--- config.mk ---
export PLATFORM = sky130hd
export DESIGN_NAME = stream_source_failover_selector
export DESIGN_NICKNAME = d
export VERILOG_FILES = /design/src/rtl/ssfs_pkg.sv /design/src/rtl/stream_source_failover_selector.sv /design/src/rtl/ssfs_seen_mem.sv
export SDC_FILE = /design/constraint.sdc
export NUM_CORES = 1
export LEC_CHECK = 0
export ABC_AREA = 0
export BUFFER_PORTS_ARGS = -buffer_cell sky130_fd_sc_hd__buf_4
export CORE_AREA = 5 5 240 242
export DETAILED_ROUTE_END_ITERATION = 10
export DIE_AREA = 0 0 245 247
export GPL_TIMING_DRIVEN = 0
export SKIP_CTS_REPAIR_TIMING = 1
export SYNTH_ARGS = -nofsm -noshare
export SYNTH_HDL_FRONTEND = slang
export SYNTH_SLANG_ARGS = --single-unit
--- constraint.sdc ---
create_clock -name clk_i -period 6.9 [get_ports clk_i]
set_input_delay 0 -clock clk_i [delete_from_list [all_inputs] [get_ports clk_i]]
set_output_delay 0 -clock clk_i [all_outputs]
set_load 0.005 [all_outputs]
--- src/rtl/ssfs_pkg.sv ---
`default_nettype none

package ssfs_pkg;

  // Number of selectable sources and the width of a memory index.
  localparam int NumSources = 10;
  localparam int IdxW       = (NumSources > 1) ? $clog2(NumSources) : 1;

  // Fixed field widths.
  localparam int SrcW  = 4;
  localparam int ChanW = 8;
  localparam int HoldW = 8;
  localparam int TimeW = 32;

  localparam logic [IdxW-1:0]  LastIdx       = IdxW'(NumSources - 1);
  localparam logic [ChanW-1:0] IgnoreChannel = 8'd100;
  localparam logic [HoldW-1:0] HoldoffReset  = 8'd2;

  typedef enum logic [1:0] {
    KIND_TICK    = 2'd0,
    KIND_PACKET  = 2'd1,
    KIND_CHANNEL = 2'd2,
    KIND_POLL    = 2'd3
  } kind_e;

  typedef enum logic [1:0] {
    ST_IDLE,
    ST_CUR,
    ST_ZERO,
    ST_SCAN
  } state_e;

  // Access to the last-seen memory: one write and one read port.
  typedef struct packed {
    logic             we;
    logic [IdxW-1:0]  waddr;
    logic [TimeW-1:0] wdata;
    logic             re;
    logic [IdxW-1:0]  raddr;
  } mem_req_t;

endpackage

`default_nettype wire

--- src/rtl/stream_source_failover_selector.sv ---
`default_nettype none

// Channel     Ports                                   Direction  Handshake
// request     start, kind_i, port_i, channel_i        in         start && !busy
// result      done_o, source_o, switched_o, refused_o out        done_o, one cycle
// config      holdoff_we_i, holdoff_i                 in         holdoff_we_i
//
// Ticks, packet stamps and channel requests are handled on acceptance; the result strobe
// follows in the next cycle and busy stays low, so a new request may enter
// right away. A poll that may switch reads the last-seen memory once for the
// current source and then, when that source is stale, once per source in turn,
// else once for source 0; busy stays high until it is done, as the reads go
// one at a time through the single read port of the memory. Reset is asynchronous
// and active low and clears all time state at once through per-entry valid bits.
// The receiver cannot stall: every result is shown for exactly one cycle.
module stream_source_failover_selector (
  input  wire logic                        clk_i,
  input  wire logic                        rst_ni,
  input  wire logic                        start,
  output logic                             busy,
  input  wire logic [1:0]                  kind_i,
  input  wire logic [ssfs_pkg::SrcW-1:0]   port_i,
  input  wire logic [ssfs_pkg::ChanW-1:0]  channel_i,
  output logic                             done_o,
  output logic [ssfs_pkg::SrcW-1:0]        source_o,
  output logic                             switched_o,
  output logic                             refused_o,
  input  wire logic                        holdoff_we_i,
  input  wire logic [ssfs_pkg::HoldW-1:0]  holdoff_i
);

  ssfs_pkg::state_e                 state_q, state_d;
  logic [ssfs_pkg::TimeW-1:0]       seconds_q, seconds_d;
  logic [ssfs_pkg::TimeW-1:0]       change_q, change_d;
  logic [ssfs_pkg::SrcW-1:0]        cur_q, cur_d;
  logic [ssfs_pkg::SrcW-1:0]        before_q, before_d;
  logic [ssfs_pkg::HoldW-1:0]       holdoff_q;
  logic [ssfs_pkg::IdxW-1:0]        idx_q, idx_d;
  logic [ssfs_pkg::TimeW-1:0]       best_q, best_d;

  logic                             done_q, done_d;
  logic [ssfs_pkg::SrcW-1:0]        res_src_q, res_src_d;
  logic                             res_sw_q, res_sw_d;
  logic                             res_ref_q, res_ref_d;

  ssfs_pkg::mem_req_t               mem_req;
  logic [ssfs_pkg::TimeW-1:0]       mem_rdata;

  ssfs_pkg::kind_e                  kind;
  logic                             accept;
  logic [ssfs_pkg::TimeW-1:0]       hold_ext;
  logic                             can_change;
  logic [ssfs_pkg::TimeW-1:0]       rd_age;
  logic                             rd_stale;
  logic                             rd_better;
  logic                             zero_fresh;
  logic                             chan_ok;
  logic                             port_ok;
  logic [ssfs_pkg::SrcW-1:0]        before_sel;

  ssfs_seen_mem u_seen_mem (
    .clk_i   (clk_i),
    .rst_ni  (rst_ni),
    .req_i   (mem_req),
    .rdata_o (mem_rdata)
  );

  assign kind   = ssfs_pkg::kind_e'(kind_i);
  assign accept = start && (state_q == ssfs_pkg::ST_IDLE);
  assign busy   = (state_q != ssfs_pkg::ST_IDLE);

  // Ages are modular differences against the running second counter.
  assign hold_ext   = {{(ssfs_pkg::TimeW - ssfs_pkg::HoldW){1'b0}}, holdoff_q};
  assign can_change = (seconds_q - change_q) > hold_ext;
  assign rd_age     = seconds_q - mem_rdata;
  assign rd_stale   = rd_age > hold_ext;
  assign rd_better  = rd_age < best_q;
  assign zero_fresh = (rd_age == '0);

  // The ignore code only matters when the source count reaches past it.
  assign chan_ok = (channel_i != ssfs_pkg::IgnoreChannel) &&
                   (channel_i < ssfs_pkg::ChanW'(ssfs_pkg::NumSources));
  assign port_ok = ({1'b0, port_i} < (ssfs_pkg::SrcW + 1)'(ssfs_pkg::NumSources));

  // Next state.
  always_comb begin
    state_d = state_q;
    unique case (state_q)
      ssfs_pkg::ST_IDLE: begin
        if (accept && (kind == ssfs_pkg::KIND_POLL) && can_change) begin
          state_d = ssfs_pkg::ST_CUR;
        end
      end
      ssfs_pkg::ST_CUR: begin
        state_d = rd_stale ? ssfs_pkg::ST_SCAN : ssfs_pkg::ST_ZERO;
      end
      ssfs_pkg::ST_ZERO: begin
        state_d = ssfs_pkg::ST_IDLE;
      end
      ssfs_pkg::ST_SCAN: begin
        if (idx_q == ssfs_pkg::LastIdx) begin
          state_d = ssfs_pkg::ST_IDLE;
        end
      end
      default: state_d = ssfs_pkg::ST_IDLE;
    endcase
  end

  // Datapath and result.
  always_comb begin
    seconds_d = seconds_q;
    change_d  = change_q;
    cur_d     = cur_q;
    before_d  = before_q;
    idx_d     = idx_q;
    best_d    = best_q;
    done_d    = 1'b0;
    res_ref_d = 1'b0;
    mem_req   = '0;

    unique case (state_q)
      ssfs_pkg::ST_IDLE: begin
        if (accept) begin
          before_d = cur_q;
          case (kind)
            ssfs_pkg::KIND_TICK: begin
              seconds_d = seconds_q + 1'b1;
              done_d    = 1'b1;
            end
            ssfs_pkg::KIND_PACKET: begin
              mem_req.we    = port_ok;
              mem_req.waddr = port_i[ssfs_pkg::IdxW-1:0];
              mem_req.wdata = seconds_q;
              done_d        = 1'b1;
            end
            ssfs_pkg::KIND_CHANNEL: begin
              if (!can_change) begin
                res_ref_d = 1'b1;
              end else if (chan_ok) begin
                cur_d    = channel_i[ssfs_pkg::SrcW-1:0];
                change_d = seconds_q;
              end
              done_d = 1'b1;
            end
            default: begin
              // Poll: fetch the current source's stamp, or finish at once
              // when the hold-off still runs.
              if (can_change) begin
                mem_req.re    = 1'b1;
                mem_req.raddr = cur_q[ssfs_pkg::IdxW-1:0];
              end else begin
                done_d = 1'b1;
              end
            end
          endcase
        end
      end
      ssfs_pkg::ST_CUR: begin
        mem_req.re    = 1'b1;
        mem_req.raddr = '0;
        best_d        = rd_age;
        idx_d         = '0;
      end
      ssfs_pkg::ST_ZERO: begin
        if (zero_fresh) begin
          cur_d    = '0;
          change_d = seconds_q;
        end
        done_d = 1'b1;
      end
      ssfs_pkg::ST_SCAN: begin
        if (rd_better) begin
          cur_d    = ssfs_pkg::SrcW'(idx_q);
          best_d   = rd_age;
          change_d = seconds_q;
        end
        if (idx_q == ssfs_pkg::LastIdx) begin
          done_d = 1'b1;
        end else begin
          idx_d         = idx_q + 1'b1;
          mem_req.re    = 1'b1;
          mem_req.raddr = idx_q + 1'b1;
        end
      end
      default: begin
      end
    endcase
  end

  assign before_sel = (state_q == ssfs_pkg::ST_IDLE) ? cur_q : before_q;
  assign res_src_d  = done_d ? cur_d : res_src_q;
  assign res_sw_d   = done_d ? (cur_d != before_sel) : res_sw_q;

  always_ff @(posedge clk_i or negedge rst_ni) begin
    if (!rst_ni) begin
      state_q   <= ssfs_pkg::ST_IDLE;
      seconds_q <= '0;
      change_q  <= '0;
      cur_q     <= '0;
      holdoff_q <= ssfs_pkg::HoldoffReset;
      done_q    <= 1'b0;
    end else begin
      state_q   <= state_d;
      seconds_q <= seconds_d;
      change_q  <= change_d;
      cur_q     <= cur_d;
      done_q    <= done_d;
      if (holdoff_we_i) begin
        holdoff_q <= holdoff_i;
      end
    end
  end

  always_ff @(posedge clk_i) begin
    before_q  <= before_d;
    idx_q     <= idx_d;
    best_q    <= best_d;
    res_src_q <= res_src_d;
    res_sw_q  <= res_sw_d;
    res_ref_q <= done_d ? res_ref_d : res_ref_q;
  end

  assign done_o     = done_q;
  assign source_o   = res_src_q;
  assign switched_o = res_sw_q;
  assign refused_o  = res_ref_q;

endmodule

`default_nettype wire

--- src/rtl/ssfs_seen_mem.sv ---
`default_nettype none

// Last-seen time per source. Entries that were never written read as zero.
module ssfs_seen_mem (
  input  wire logic                       clk_i,
  input  wire logic                       rst_ni,
  input  wire ssfs_pkg::mem_req_t         req_i,
  output logic [ssfs_pkg::TimeW-1:0]      rdata_o
);

  logic [ssfs_pkg::TimeW-1:0]      mem_q [ssfs_pkg::NumSources];
  logic [ssfs_pkg::NumSources-1:0] vld_q;
  logic [ssfs_pkg::TimeW-1:0]      rdata_q;
  logic                            rvld_q;

  always_ff @(posedge clk_i) begin
    if (req_i.we) begin
      mem_q[req_i.waddr] <= req_i.wdata;
    end
    if (req_i.re) begin
      rdata_q <= mem_q[req_i.raddr];
    end
  end

  always_ff @(posedge clk_i or negedge rst_ni) begin
    if (!rst_ni) begin
      vld_q  <= '0;
      rvld_q <= 1'b0;
    end else begin
      if (req_i.we) begin
        vld_q[req_i.waddr] <= 1'b1;
      end
      if (req_i.re) begin
        rvld_q <= vld_q[req_i.raddr];
      end
    end
  end

  assign rdata_o = rvld_q ? rdata_q : '0;

endmodule

`default_nettype wire
Word level (Yosys, flattened, before mapping)
Memories as Yosys holds them, arrays and structs flattened. A register that Yosys moved wholly into a read port is not among the register bits. Cells that the tools add are included.

Bits of input ports: 26. Memory bits (writable): 320. Output and inout port bits: 8. Memories kept: 1. Register bits: 136. Logic and storage cells: 107.

Reduce and logical (&&, ||, !) cells: 19. Equality and inequality tests: 18. Magnitude comparators: 8. Bitwise logic cells: 1. Multiplexer cells: 42. $add $sub $neg: 4.

Memory list: u_seen_mem.mem_q (words 10, width 32, rd ports 1, clocked after Yosys merged registers in 1, write ports 1, line ssfs_seen_mem.sv:11) `logic [ssfs_pkg::TimeW-1:0] mem_q [ssfs_pkg::NumSources];`.

Operators with widths (number): two-way mux 32 bit (8); one-hot mux 32 bit (3 select lines) (1); two-way mux 37 bit (2); greater-than comparator 32 x 8 -> 1 bit (2); one-hot mux 32 bit (2 select lines) (1); subtractor 32 bit (2); two-way mux 42 bit (1); adder 32 x 1 -> 32 bit, second input constant (1); zero test 32 bit (1); < comparator 32 bit (1); two-way mux 4 bit (8); two-way mux 5 bit (3); one-hot mux 5 bit (3 select lines) (1); inequality test 2 bit, second input constant (7); one-hot mux 4 bit (3 select lines) (1); < comparator 4 x 5 -> 1 bit, second input constant (2); OR 10 bit (1); two-way mux 1 bit (9); == test 2 bit, second input constant (4); < comparator 8 x 4 -> 1 bit, second input constant (1); inequality test 8 x 7 -> 1 bit, second input constant (1); one-hot mux 2 bit (4 select lines) (1); one-hot mux 4 bit (2 select lines) (1); AND reduction 2 bit (4); other kinds (18) (28).

Depth between registers and ports, before layout
Gate-level depths: netlist of run 1.

Depth in word-level cells: 11. Mapped depth: 27. Gate-level depth less buffers: 24.

By module
Synthesis of run 1 repeated with hierarchy kept, for this count alone.

Cell total of the unflattened synthesis: 1872. Area total of the unflattened synthesis: 24159.4 um^2.

By module, submodules not included: ssfs_seen_mem (cells each 665, sequential area each 10845.4 um^2, instances 1, area an instance 13804.5 um^2); stream_source_failover_selector (cells each 1207, sequential area each 3359.5 um^2, instances 1, area an instance 10354.9 um^2).

Worst setup path after synthesis of run 1
OpenSTA, ideal clock, no wires.

Path kind: flip-flop to flip-flop. Start: register u_seen_mem.rvld_q. End: register best_q[0] (netlist name) (enable). Required time: 6430 ps. Path buffers: 3. Period minus slack after synthesis: 6598 ps. Library setup time: 470 ps. Cell stages (with the launch flop): 19. Path slack: 302 ps. Arrival: 6128 ps. Path through: dfrtp_1 > clkbuf_1 > clkbuf_1 > nand2_1 > ha_1 > clkbuf_1 > nand4_1 > a2111o_1 > a2111oi_2 > nor3_1 > nor3_1 > ha_1 > nand4_1 > nor4_1 > o21ai_0 > o21ai_0 > nor3_1 > nand3_1 > a21boi_0.

Longest elaborated chain between the ends: 5.

Ends and longest elaborated chain: from (decl) (line ssfs_seen_mem.sv:14) `logic rvld_q;`; from (signal assigned) (line ssfs_seen_mem.sv:34) `rvld_q <= vld_q[req_i.raddr];`; two-way mux 32 bit (line ssfs_seen_mem.sv:39) `assign rdata_o = rvld_q ? rdata_q : '0;`; subtractor 32 bit (line stream_source_failover_selector.sv:75) `assign rd_age = seconds_q - mem_rdata;`; < comparator 32 bit (line stream_source_failover_selector.sv:77) `assign rd_better = rd_age < best_q;`; inequality test 2 bit (no line); AND reduction 2 bit (no line); to (signal assigned) (line stream_source_failover_selector.sv:217) `best_q <= best_d;`; to (decl) (line stream_source_failover_selector.sv:39) `logic [ssfs_pkg::TimeW-1:0] best_q, best_d;`.

No other way between the ends. A chain may end at the register's enable or synchronous reset.

Worst setup path in the final report of run 1
Start: register u_seen_mem.rvld_q. End: register res_sw_q (netlist: switched_o) (data pin).

Longest elaborated chain between the ends: 6. Elaborated cells on any way between the ends: 8. Classes of those cells: add/sub: 1; order compare: 1; eq/ne: 1; mux: 4; reduce/logical: 1.

Ends and longest elaborated chain: two-way mux 32 bit (*) (line ssfs_seen_mem.sv:39); subtractor 32 bit (*) (line stream_source_failover_selector.sv:75); < comparator 32 bit / zero test 32 bit (equally long branches) (line stream_source_failover_selector.sv:77, stream_source_failover_selector.sv:78); two-way mux 4 bit (on tied branches) (line stream_source_failover_selector.sv:172, stream_source_failover_selector.sv:165); one-hot mux 4 bit (3 select lines) (*) (line stream_source_failover_selector.sv:121) `unique case (state_q)`; inequality test 4 bit (*) (line stream_source_failover_selector.sv:192) `assign res_sw_d = done_d ? (cur_d != before_sel) : res_sw_q;`; to (signal assigned) (line stream_source_failover_selector.sv:219) `res_sw_q <= res_sw_d;`; to (decl) (line stream_source_failover_selector.sv:43) `logic res_sw_q, res_sw_d;`.

Mark *: on every way between the ends. The rest lies on a longest branch, timed or not.

==> results of run 1 <==
## per-stage QoR
| step | util [%] | instance area [µm²] | power [mW] |
|---|---|---|---|
| 5_1_grt | 51.54 | 28280 | 13.43 |
| 4_1_cts | 50.66 | 27800 | 12.54 |
| 2_1_floorplan | - | 24600 | 7.961 |
| 6_report | 51.54 | 28280 | 12.58 |
| 3_3_place_gp | 46.89 | 25730 | 9.570 |
| 3_5_place_dp | 47.57 | 26100 | 9.707 |
## critical path, stage by stage, from the launching register on
cell	delay, ps
dfrtp_1	500
clkbuf_4	310
nand2_1	160
ha_1	450
o211ai_1	190
and2_1	190
a2111o_2	570
a2111oi_4	450
nor3_1	130
xnor2_1	190
ha_1	340
nand4_1	200
nor4_4	360
nand3_1	240
a211oi_2	360
nor3_1	100
and4b_1	290
and2_1	210
a211oi_1	230
o21ai_0	120
a311oi_1	290
nand4_1	120
or4_1	420
## logic make-up (layout without fill, tap and decap cells)
group,count (synthesis),count (layout),share of synthesized area (%)
AO/OA/AOI/OAI,514,514,14.46
flip-flops,488,488,57.74
AND/OR/NAND/NOR,684,684,13.12
buffers and inverters,201,383,3.179
multiplexers,80,80,3.291
XOR/XNOR,66,66,2.350
adder cells (fa/ha/maj),114,114,5.859
## layout make-up
| class | instances | area (µm²) | area share, % |
|---|---|---|---|
| repair buffers | 87 | 919.6 | 3.251 |
| clock inverters | 32 | 282.8 | 0.9998 |
| clock buffers | 66 | 1418 | 5.012 |
| multi-input cells | 1458 | 9791 | 34.62 |
| flip-flops and latches | 488 | 14200 | 50.22 |
| inverters | 107 | 401.6 | 1.420 |
| well taps | 704 | 880.8 | 3.114 |
| plain buffers | 91 | 385.4 | 1.363 |
## routing by layer
layer	GRT usage, %	vias up
met1	29.45	8564
met4	6.386	0
met5	0	-
li1	-	8331
met3	2.875	118
met2	35.99	509
## flip-flops by register name (all words and copies together), names as in the netlist
name	flops
holdoff_q	8
before_q	4
cur_q	4
refused_o	1
idx_q	4
u_seen_mem.vld_q	10
switched_o	1
u_seen_mem.mem_q	320
u_seen_mem.rvld_q	1
best_q	32
done_o	1
source_o	4
change_q	32
seconds_q	32
u_seen_mem.rdata_q	32
state_q	2
## cells in the final DEF, fill, tap and decap left out, drive strengths merged, types with 15 or more instances in the layout
cell	netlist	final
edfxtp	398	398
nand2	352	352
clkbuf	66	129
a21oi	126	126
ha	112	112
inv	106	109
o21ai	96	96
dfrtp	89	89
buf	28	79
mux2i	73	73
nor2	70	70
a32oi	66	66
and2	50	50
xnor2	48	48
dlygate4sd3	0	36
nand4	35	35
a31o	34	34
nand3	32	32
a21o	31	31
nor3	31	31
clkinv	1	26
o21a	21	21
o211ai	20	20
xor2	18	18
a211oi	17	17
nand2b	15	15
## final timing paths
check | startpoint | end | slack, ps | cells after the start
worst max-delay path | u_seen_mem.rvld_q | switched_o | 170 | 22
worst min-delay path | holdoff_we_i | holdoff_q[5] | -40 | 3
worst max register to register | u_seen_mem.rvld_q | switched_o | 170 | 22
worst min register to register | u_seen_mem.vld_q[9] | u_seen_mem.vld_q[9] | 470 | 1
max in group asynchronous | rst_ni | cur_q[1] | 5900 | 2
min in group asynchronous | rst_ni | change_q[7] | 160 | 2
## power groups by stage
stage | clock (mW) | combinational [mW] | sequential, mW
floorplan | 0 | 4.04 | 3.92
global placement | 0 | 5.56 | 4.01
detailed placement | 0 | 5.71 | 4.00
CTS | 2.85 | 5.75 | 3.94
global route | 2.98 | 6.48 | 3.98
finish | 2.79 | 5.84 | 3.94
==> flow_summary.toml, run 1 <==
[power_and_ir_drop]
pwr-share-clk_pct = 22.2
ir_drop_mv = 0.2711
p_int_mw = 7.546
p_sw_mw = 5.030
p_comb_share_pct = 46.5
power.density_mw_per_mm2 = 444.7
power.static_leakage_nw = 11.57
p_sw_share_pct = 40.00
power_frac_seq_pct = 31.3

[sta]
tightest_slew_ps = 1260
fin_skew_ps = 28.92
tns_ps = 0
fmax_ghz = 0.1486
period_share_pct = 97.51
max_slew_margin_pct = 15.33
fin_ws_ps = 171.8
min_period_ps = 6728
hold_viol_final = 2
grt_setup_unrepaired = "yes"
timing.hold.ws_ps = -40.34
setup_viol = 0
drv_slew = 0

[drt]
ant_nets = 0
drt_iter0_markers = 1140
drc = 0
top_layer = "met4"
wl_met3_um = 3385
met2_length_um = 31530
vias = 17522
dr.pass1.iters = 5
via_per_inst = 5.777
wl_per_cell_um = 21.87
wl_um = 66330
wl_met1_um = 29340

[clock_tree]
cts_buffer_depth = 3
worstSkewPairLatency_ps = 620
htreeDepth = 2
path_clk_slew_ps = 60
cts_buffers = 54
cts_tree = "done"
clockRootBuffer = "clkbuf_16"
cts.sinks = 488

[synth]
ys.warnings.count = 0
synth_common_cells = "edfxtp_1 (398), nand2_1 (352), a21oi_1 (122)"
synth_most_common_cell = "edfxtp_1"
synth_nets = 2287
ys_ff_latch = 488
synth_top_area_cell = "edfxtp_1"
syn_area_per_cell_um2 = 11.46
ys_types = 84
ys_async_sr_fraction_pct = 18.44
synthCells = 2147
netlist_area_mm2 = 0.02460
synth_edf_count = 398
synth_top_area_share_pct = 48.58
ys_seq_area_share_pct = 57.74
synth_area_leaders = "edfxtp_1 (49%), dfrtp_1 (9.1%), ha_1 (5.7%)"
synth_flop_cell = "edfxtp_1"

[placed_design]
hpwl_um = 48300
dp_slack_ps = -915.1
port_buffers = 33
gp_congestion = 0.9158
placedCellCount = 2901

[finish]
syn_to_final_growth_pct = 14.97
antenna_cells = 0
fillers = 4895
layout-drive-gt1-share_pct = 10.73
fin_cells = 3033
nets = 2427

[critical_path]
crit_required_ps = 7240
cp-start-kind = "register"
critPathKind = "reg2reg"
cp_max_fo = 10
arrival_ps = 7060
crit_path_end_kind = "register"

[hold_path]
hp-class = "in2reg"

[global_routing]
grt-ovfl-total = 0
grt_usage_pct = 21.47
grt_start_max_net_pins = 91
grt_pass1_wl_um = 101200
grt_pass1_vias = 17083
antenna_found_initial = 0

[run]
cap_violations = 0

[floorplanning]
die_w_um = 245
die_h_um = 247
core-area_mm2 = 0.05488
start_util_pct = 44.83
ios = 34
core.rowCount = 86
die_area_mm2 = 0.06052

[status]
status = "finished, violations left"
violations = "negative hold slack"
(Power assumes the default switching activity.)
==> run 2: changes to the inputs <==
- CELL_PAD_IN_SITES_DETAIL_PLACEMENT: not set -> 0
- CELL_PAD_IN_SITES_GLOBAL_PLACEMENT: not set -> 1
- PLACE_DENSITY_LB_ADDON: not set -> 0.1
==> flow_summary.toml, run 2 (same netlist as run 1, synthesis figures left out) <==
[placed_design]
hpwl_um = 49790
gp_congestion = 0.9072
port_buffers = 33
placedCellCount = 2902

[clock_tree]
cts.sinks = 488
clockRootBuffer = "clkbuf_16"
path_clk_slew_ps = 60
cts_buffer_depth = 3
cts_buffers = 54
worstSkewPairLatency_ps = 610
htreeDepth = 2
cts_tree = "done"

[sta]
fin_skew_ps = 19.62
setup_viol = 0
drv_slew = 0
grt_setup_unrepaired = "no"
tightest_slew_ps = 1274
min_period_ps = 6464
period_share_pct = 93.69
hold_viol_final = 0
max_slew_margin_pct = 14.42
fmax_ghz = 0.1547

[finish]
final_cell_mix = "edfxtp_1 (398), nand2_1 (352), a21oi_1 (120), ha_1 (111), inv_1 (105)"
nets = 2427
syn_to_final_growth_pct = 15.07
layout_commonest_cell = "edfxtp_1"
layout-drive-gt1-share_pct = 11.15
largest_reg_flops = 320
seqCellArea_mm2 = 0.01421
antenna_cells = 0
fillers = 4873
regMostFlops = "u_seen_mem.mem_q"
multi_input_area_mm2 = 0.009816
fin_cells = 3035

[global_routing]
grt_pass1_wl_um = 103700
antenna_found_initial = 0
grt_pass1_vias = 17276
grt_usage_pct = 22.08
grt-ovfl-total = 0
grt_start_max_net_pins = 91

[floorplanning]
die_h_um = 247
core.rowCount = 86
ios = 34
die_area_mm2 = 0.06052
core-area_mm2 = 0.05488
start_util_pct = 44.83
die_w_um = 245

[drt]
ant_nets = 0
vias = 17438
drc = 0
wl_um = 67490
dr.pass1.iters = 5
via_per_inst = 5.746
wl_per_cell_um = 22.24
drt_iter0_markers = 1108

[critical_path]
crit_required_ps = 7250
cp_max_fo = 10
crit_path_end_kind = "register"
arrival_ps = 6810
critPathKind = "reg2reg"
worstReg2RegEnd = "u_seen_mem.rdata_q[23]"
rr_worst_depth = 21
r2r_slack_ps = 440
cp-start-kind = "register"
rr_startpoint = "seconds_q[0]"

[power_and_ir_drop]
power.static_leakage_nw = 11.59
power.density_mw_per_mm2 = 445.5
total_power_mw = 12.61
ir_drop_mv = 0.2254

[hold_path]
hold-path-cell-count = 3
hp-class = "in2reg"
hold_path_end = "u_seen_mem.mem_q[8][4]"
min_from = "port_i[2]"

[status]
status = "finished clean"

[run]
cap_violations = 0
run 2: changes by cell type in the layout (fill, tap and decap cells not counted), moves of 2 or more:
cell,before,now
a211oi_4,0,2
clkbuf_2,10,12
clkinv_2,9,14
clkinv_1,14,12
clkinv_4,3,0
buf_4,34,38
clkbuf_8,0,3
inv_6,3,1
clkbuf_1,63,60
a211oi_2,3,0
run 2: per-layer routing:
layer	track usage (%)	wire length [µm]
met4	5.809	1807
met5	0	0
met3	3.188	2966
met1	29.74	30040
met2	37.82	32670
run 2: power by group:
| group | switching, mW | leakage (nW) | internal (mW) |
|---|---|---|---|
| registers | 0.200 | 5.59 | 3.74 |
| clock network | 1.17 | 0.835 | 1.58 |
| logic | 3.70 | 5.17 | 2.21 |
run 2: final cells by class:
| class | instances | area share (%) |
|---|---|---|
| multi-input combinational | 1458 | 34.67 |
| timing repair buffer | 89 | 3.306 |
| inverter | 107 | 1.419 |
| clock inverter | 31 | 0.8840 |
| buffer | 89 | 1.344 |
| sequential | 488 | 50.18 |
| clock buffer | 69 | 5.078 |
| tap | 704 | 3.112 |
run 2: how the worst max path moves through the flow:
stage,from,depth (start not counted),endpoint,slack [ps]
2_1_floorplan,u_seen_mem.rvld_q,18,best_q[0],300
4_1_cts,u_seen_mem.rvld_q,23,switched_o,-940
5_1_grt,seconds_q[0],22,u_seen_mem.rdata_q[27],60
3_5_place_dp,u_seen_mem.rvld_q,23,switched_o,-920
3_3_place_gp,u_seen_mem.rvld_q,18,best_q[28],-2770
6_report,seconds_q[0],21,u_seen_mem.rdata_q[23],440
run 2: per-stage QoR:
step | hold slack, ps | TNS (ps) | setup slack, ps | cell area (µm²) | utilization, %
floorplan | -295.6 | 0 | 302.0 | 24600 | -
global placement | 214.6 | -214440 | -2771 | 25730 | 46.89
detailed placement | 218.4 | -22240 | -923.2 | 26110 | 47.59
CTS | -433.9 | -24420 | -940.7 | 27800 | 50.66
global route | 6.590 | 0 | 56.09 | 28310 | 51.58
finish | 16.85 | 0 | 435.6 | 28310 | 51.58
run 2: critical path: stages, from the launching register on:
cell      delay, ps
dfrtp_1         520
inv_1           150
ha_1            240
fa_1            400
nand2b_1        180
a21oi_1         350
o21ai_0         190
nand2b_1        120
xor2_1          210
ha_1            280
nand4_1         120
or2_2           110
o21ai_0         170
nand4_1         150
nor4_1           70
nand4_1         260
o21ai_2         170
or3_1           420
a21oi_1         950
clkbuf_1        630
a32oi_1         190
a31o_2          310
==> run 3: changes to the inputs <==
- ABC_AREA: 0 -> 1
- CORE_AREA: 5 5 240 242 -> 5 5 247 249
- DIE_AREA: 0 0 245 247 -> 0 0 252 254
==> flow_summary.toml, run 3 <==
[synth]
synth_top_area_cell = "edfxtp_1"
ys_types = 55
synth-compound-area-share_pct = 9.662
netlist_area_mm2 = 0.02604
synthCells = 2796
synthSimpleGateAreaFrac_pct = 19.66
synth_top_family_by_area = "simple AND/OR/NAND/NOR gates"
ys.warnings.count = 0
synth_fa_ha_area_share_pct = 5.535
ys_ff_latch = 488
synth_most_common_cell = "nand2_1"
ys_seq_area_share_pct = 54.55
syn_area_per_cell_um2 = 9.314
yosys.area_share.xor_xnor_pct = 1.816
synthMuxAreaShare_pct = 0.04324
synth_area_leaders = "edfxtp_1 (46%), nand2_1 (10%), dfrtp_1 (8.6%)"
synth_nets = 2936
synth_edf_count = 398
synth_top_area_share_pct = 45.89
synth_common_cells = "nand2_1 (693), inv_1 (465), edfxtp_1 (398)"
synth_flop_cell = "edfxtp_1"
ys_async_sr_fraction_pct = 18.44

[hold_path]
hp-class = "in2reg"

[sta]
fin_skew_ps = 24.50
min_period_ps = 5565
hold_viol_final = 0
setup_viol = 0
timing.hold.ws_ps = 95.89
grt_setup_unrepaired = "no"
period_share_pct = 80.65
fmax_ghz = 0.1797
max_slew_margin_pct = 17.82
drv_slew = 0
tightest_slew_ps = 1233

[critical_path]
crit_path_top_delay_cell = "fa_1"
critPathKind = "reg2reg"
path_common_cell = "nand2_1"
crit_required_ps = 7260
cp-start-kind = "register"
cp_max_fo = 10
crit_path_end_kind = "register"
slowest_delay_ps = 410
arrival_ps = 5930
critPathTopFamily = "simple AND/OR/NAND/NOR gates"
crit_buf_inv = 4

[global_routing]
antenna_found_initial = 0
grt_pass1_wl_um = 111000
grt_pass1_vias = 18913
grt-ovfl-total = 0
grt_start_max_net_pins = 91
grt_usage_pct = 22.42

[status]
status = "finished clean"

[drt]
wl_um = 72180
via_per_inst = 5.191
wl_per_cell_um = 19.29
drc = 0
vias = 19424
drt_iter0_markers = 1412
ant_nets = 0
dr.pass1.iters = 5

[finish]
final_core_util_pct = 50.55
fin_cells = 3742
regMostFlops = "u_seen_mem.mem_q"
stdcell_area_mm2 = 0.02955
layout_commonest_cell = "nand2_1"
final_cell_mix = "nand2_1 (693), inv_1 (465), edfxtp_1 (398), nand3_1 (194), nor2_1 (168)"
largest_reg_flops = 320
layout-drive-gt1-share_pct = 8.151
antenna_cells = 0
nets = 3067
syn_to_final_growth_pct = 13.48

[placed_design]
gp_congestion = 0.8969
hpwl_um = 55940
port_buffers = 33
dpl_cell_area_mm2 = 0.02761
placedCellCount = 3620

[clock_tree]
cts.sinks = 488
htreeDepth = 2
worstSkewPairLatency_ps = 620
path_clk_slew_ps = 60
cts_buffers = 54
clockRootBuffer = "clkbuf_16"
cts_buffer_depth = 3
cts_tree = "done"

[floorplanning]
die_area_mm2 = 0.06401
core-area_mm2 = 0.05846
die_h_um = 254
die_w_um = 252
ios = 34
core.rowCount = 89
start_util_pct = 44.55

[power_and_ir_drop]
ir_drop_mv = 0.2390
total_power_mw = 13.30
power.density_mw_per_mm2 = 449.9
power.static_leakage_nw = 12.92

[run]
cap_violations = 0
[run 3: path summary, 6_finish.rpt]
check                                    start                   to  slack [ps]  cells after the start
max                          u_seen_mem.rvld_q           switched_o        1330                     31
min                               channel_i[6]          change_q[2]         100                      7
max reg2reg                  u_seen_mem.rvld_q           switched_o        1330                     31
min reg2reg                u_seen_mem.vld_q[5]  u_seen_mem.vld_q[5]         460                      2
max in group asynchronous               rst_ni  u_seen_mem.vld_q[9]        5910                      2
min in group asynchronous               rst_ni         holdoff_q[0]         160                      2
[run 3: worst reg2reg max path, delay by kind of cell (launching register included)]
kind / cells / cell delay, ps
AND/OR/NAND/NOR: 20 / 2370
XOR/XNOR: 1 / 340
AO/OA/AOI/OAI: 3 / 630
adder cells (fa/ha/maj): 3 / 930
flip-flops: 1 / 350
buffers and inverters: 4 / 690
[run 3: report_power, final]
group          leakage, nW  internal (mW)  switching (mW)
combinational         7.48           2.12            4.41
clock                0.829           1.59            1.19
sequential            4.61           3.79           0.200
total                 12.9           7.50            5.80
[run 3: per-stage QoR]
step	setup TNS [ps]	setup slack [ps]
floorplan	0	885.9
global placement	-40280	-1073
detailed placement	0	1343
CTS	0	1302
global route	0	676.0
finish	0	1335
[run 3: layout make-up]
type | count | area [µm²]
buffer | 76 | 488.0
clock buffer | 64 | 1389
clock inverter | 34 | 314.1
fill | 5458 | 28910
inverter | 476 | 1787
multi-input combinational | 1756 | 9648
sequential | 488 | 14200
tap | 773 | 967.2
timing repair buffer | 75 | 755.7
[run 3: per-layer routing]
metal	vias up	part of all wire, %	GRT usage, %
met1	9288	44	30.30
met4	0	2.9	6.467
met5	-	0	0
met3	106	4.2	2.231
li1	9600	-	-
met2	430	49	38.73
[run 3: kinds of logic (layout without fill, tap and decap cells)]
| logic type | count (synthesis) | count (layout) |
|---|---|---|
| AOI/OAI and AO/OA | 401 | 401 |
| xor gates and xnor gates | 54 | 54 |
| adders and majority gates | 114 | 114 |
| buffers and inverters | 552 | 725 |
| DFF | 488 | 488 |
| muxes | 1 | 1 |
| and+or+nand+nor | 1186 | 1186 |
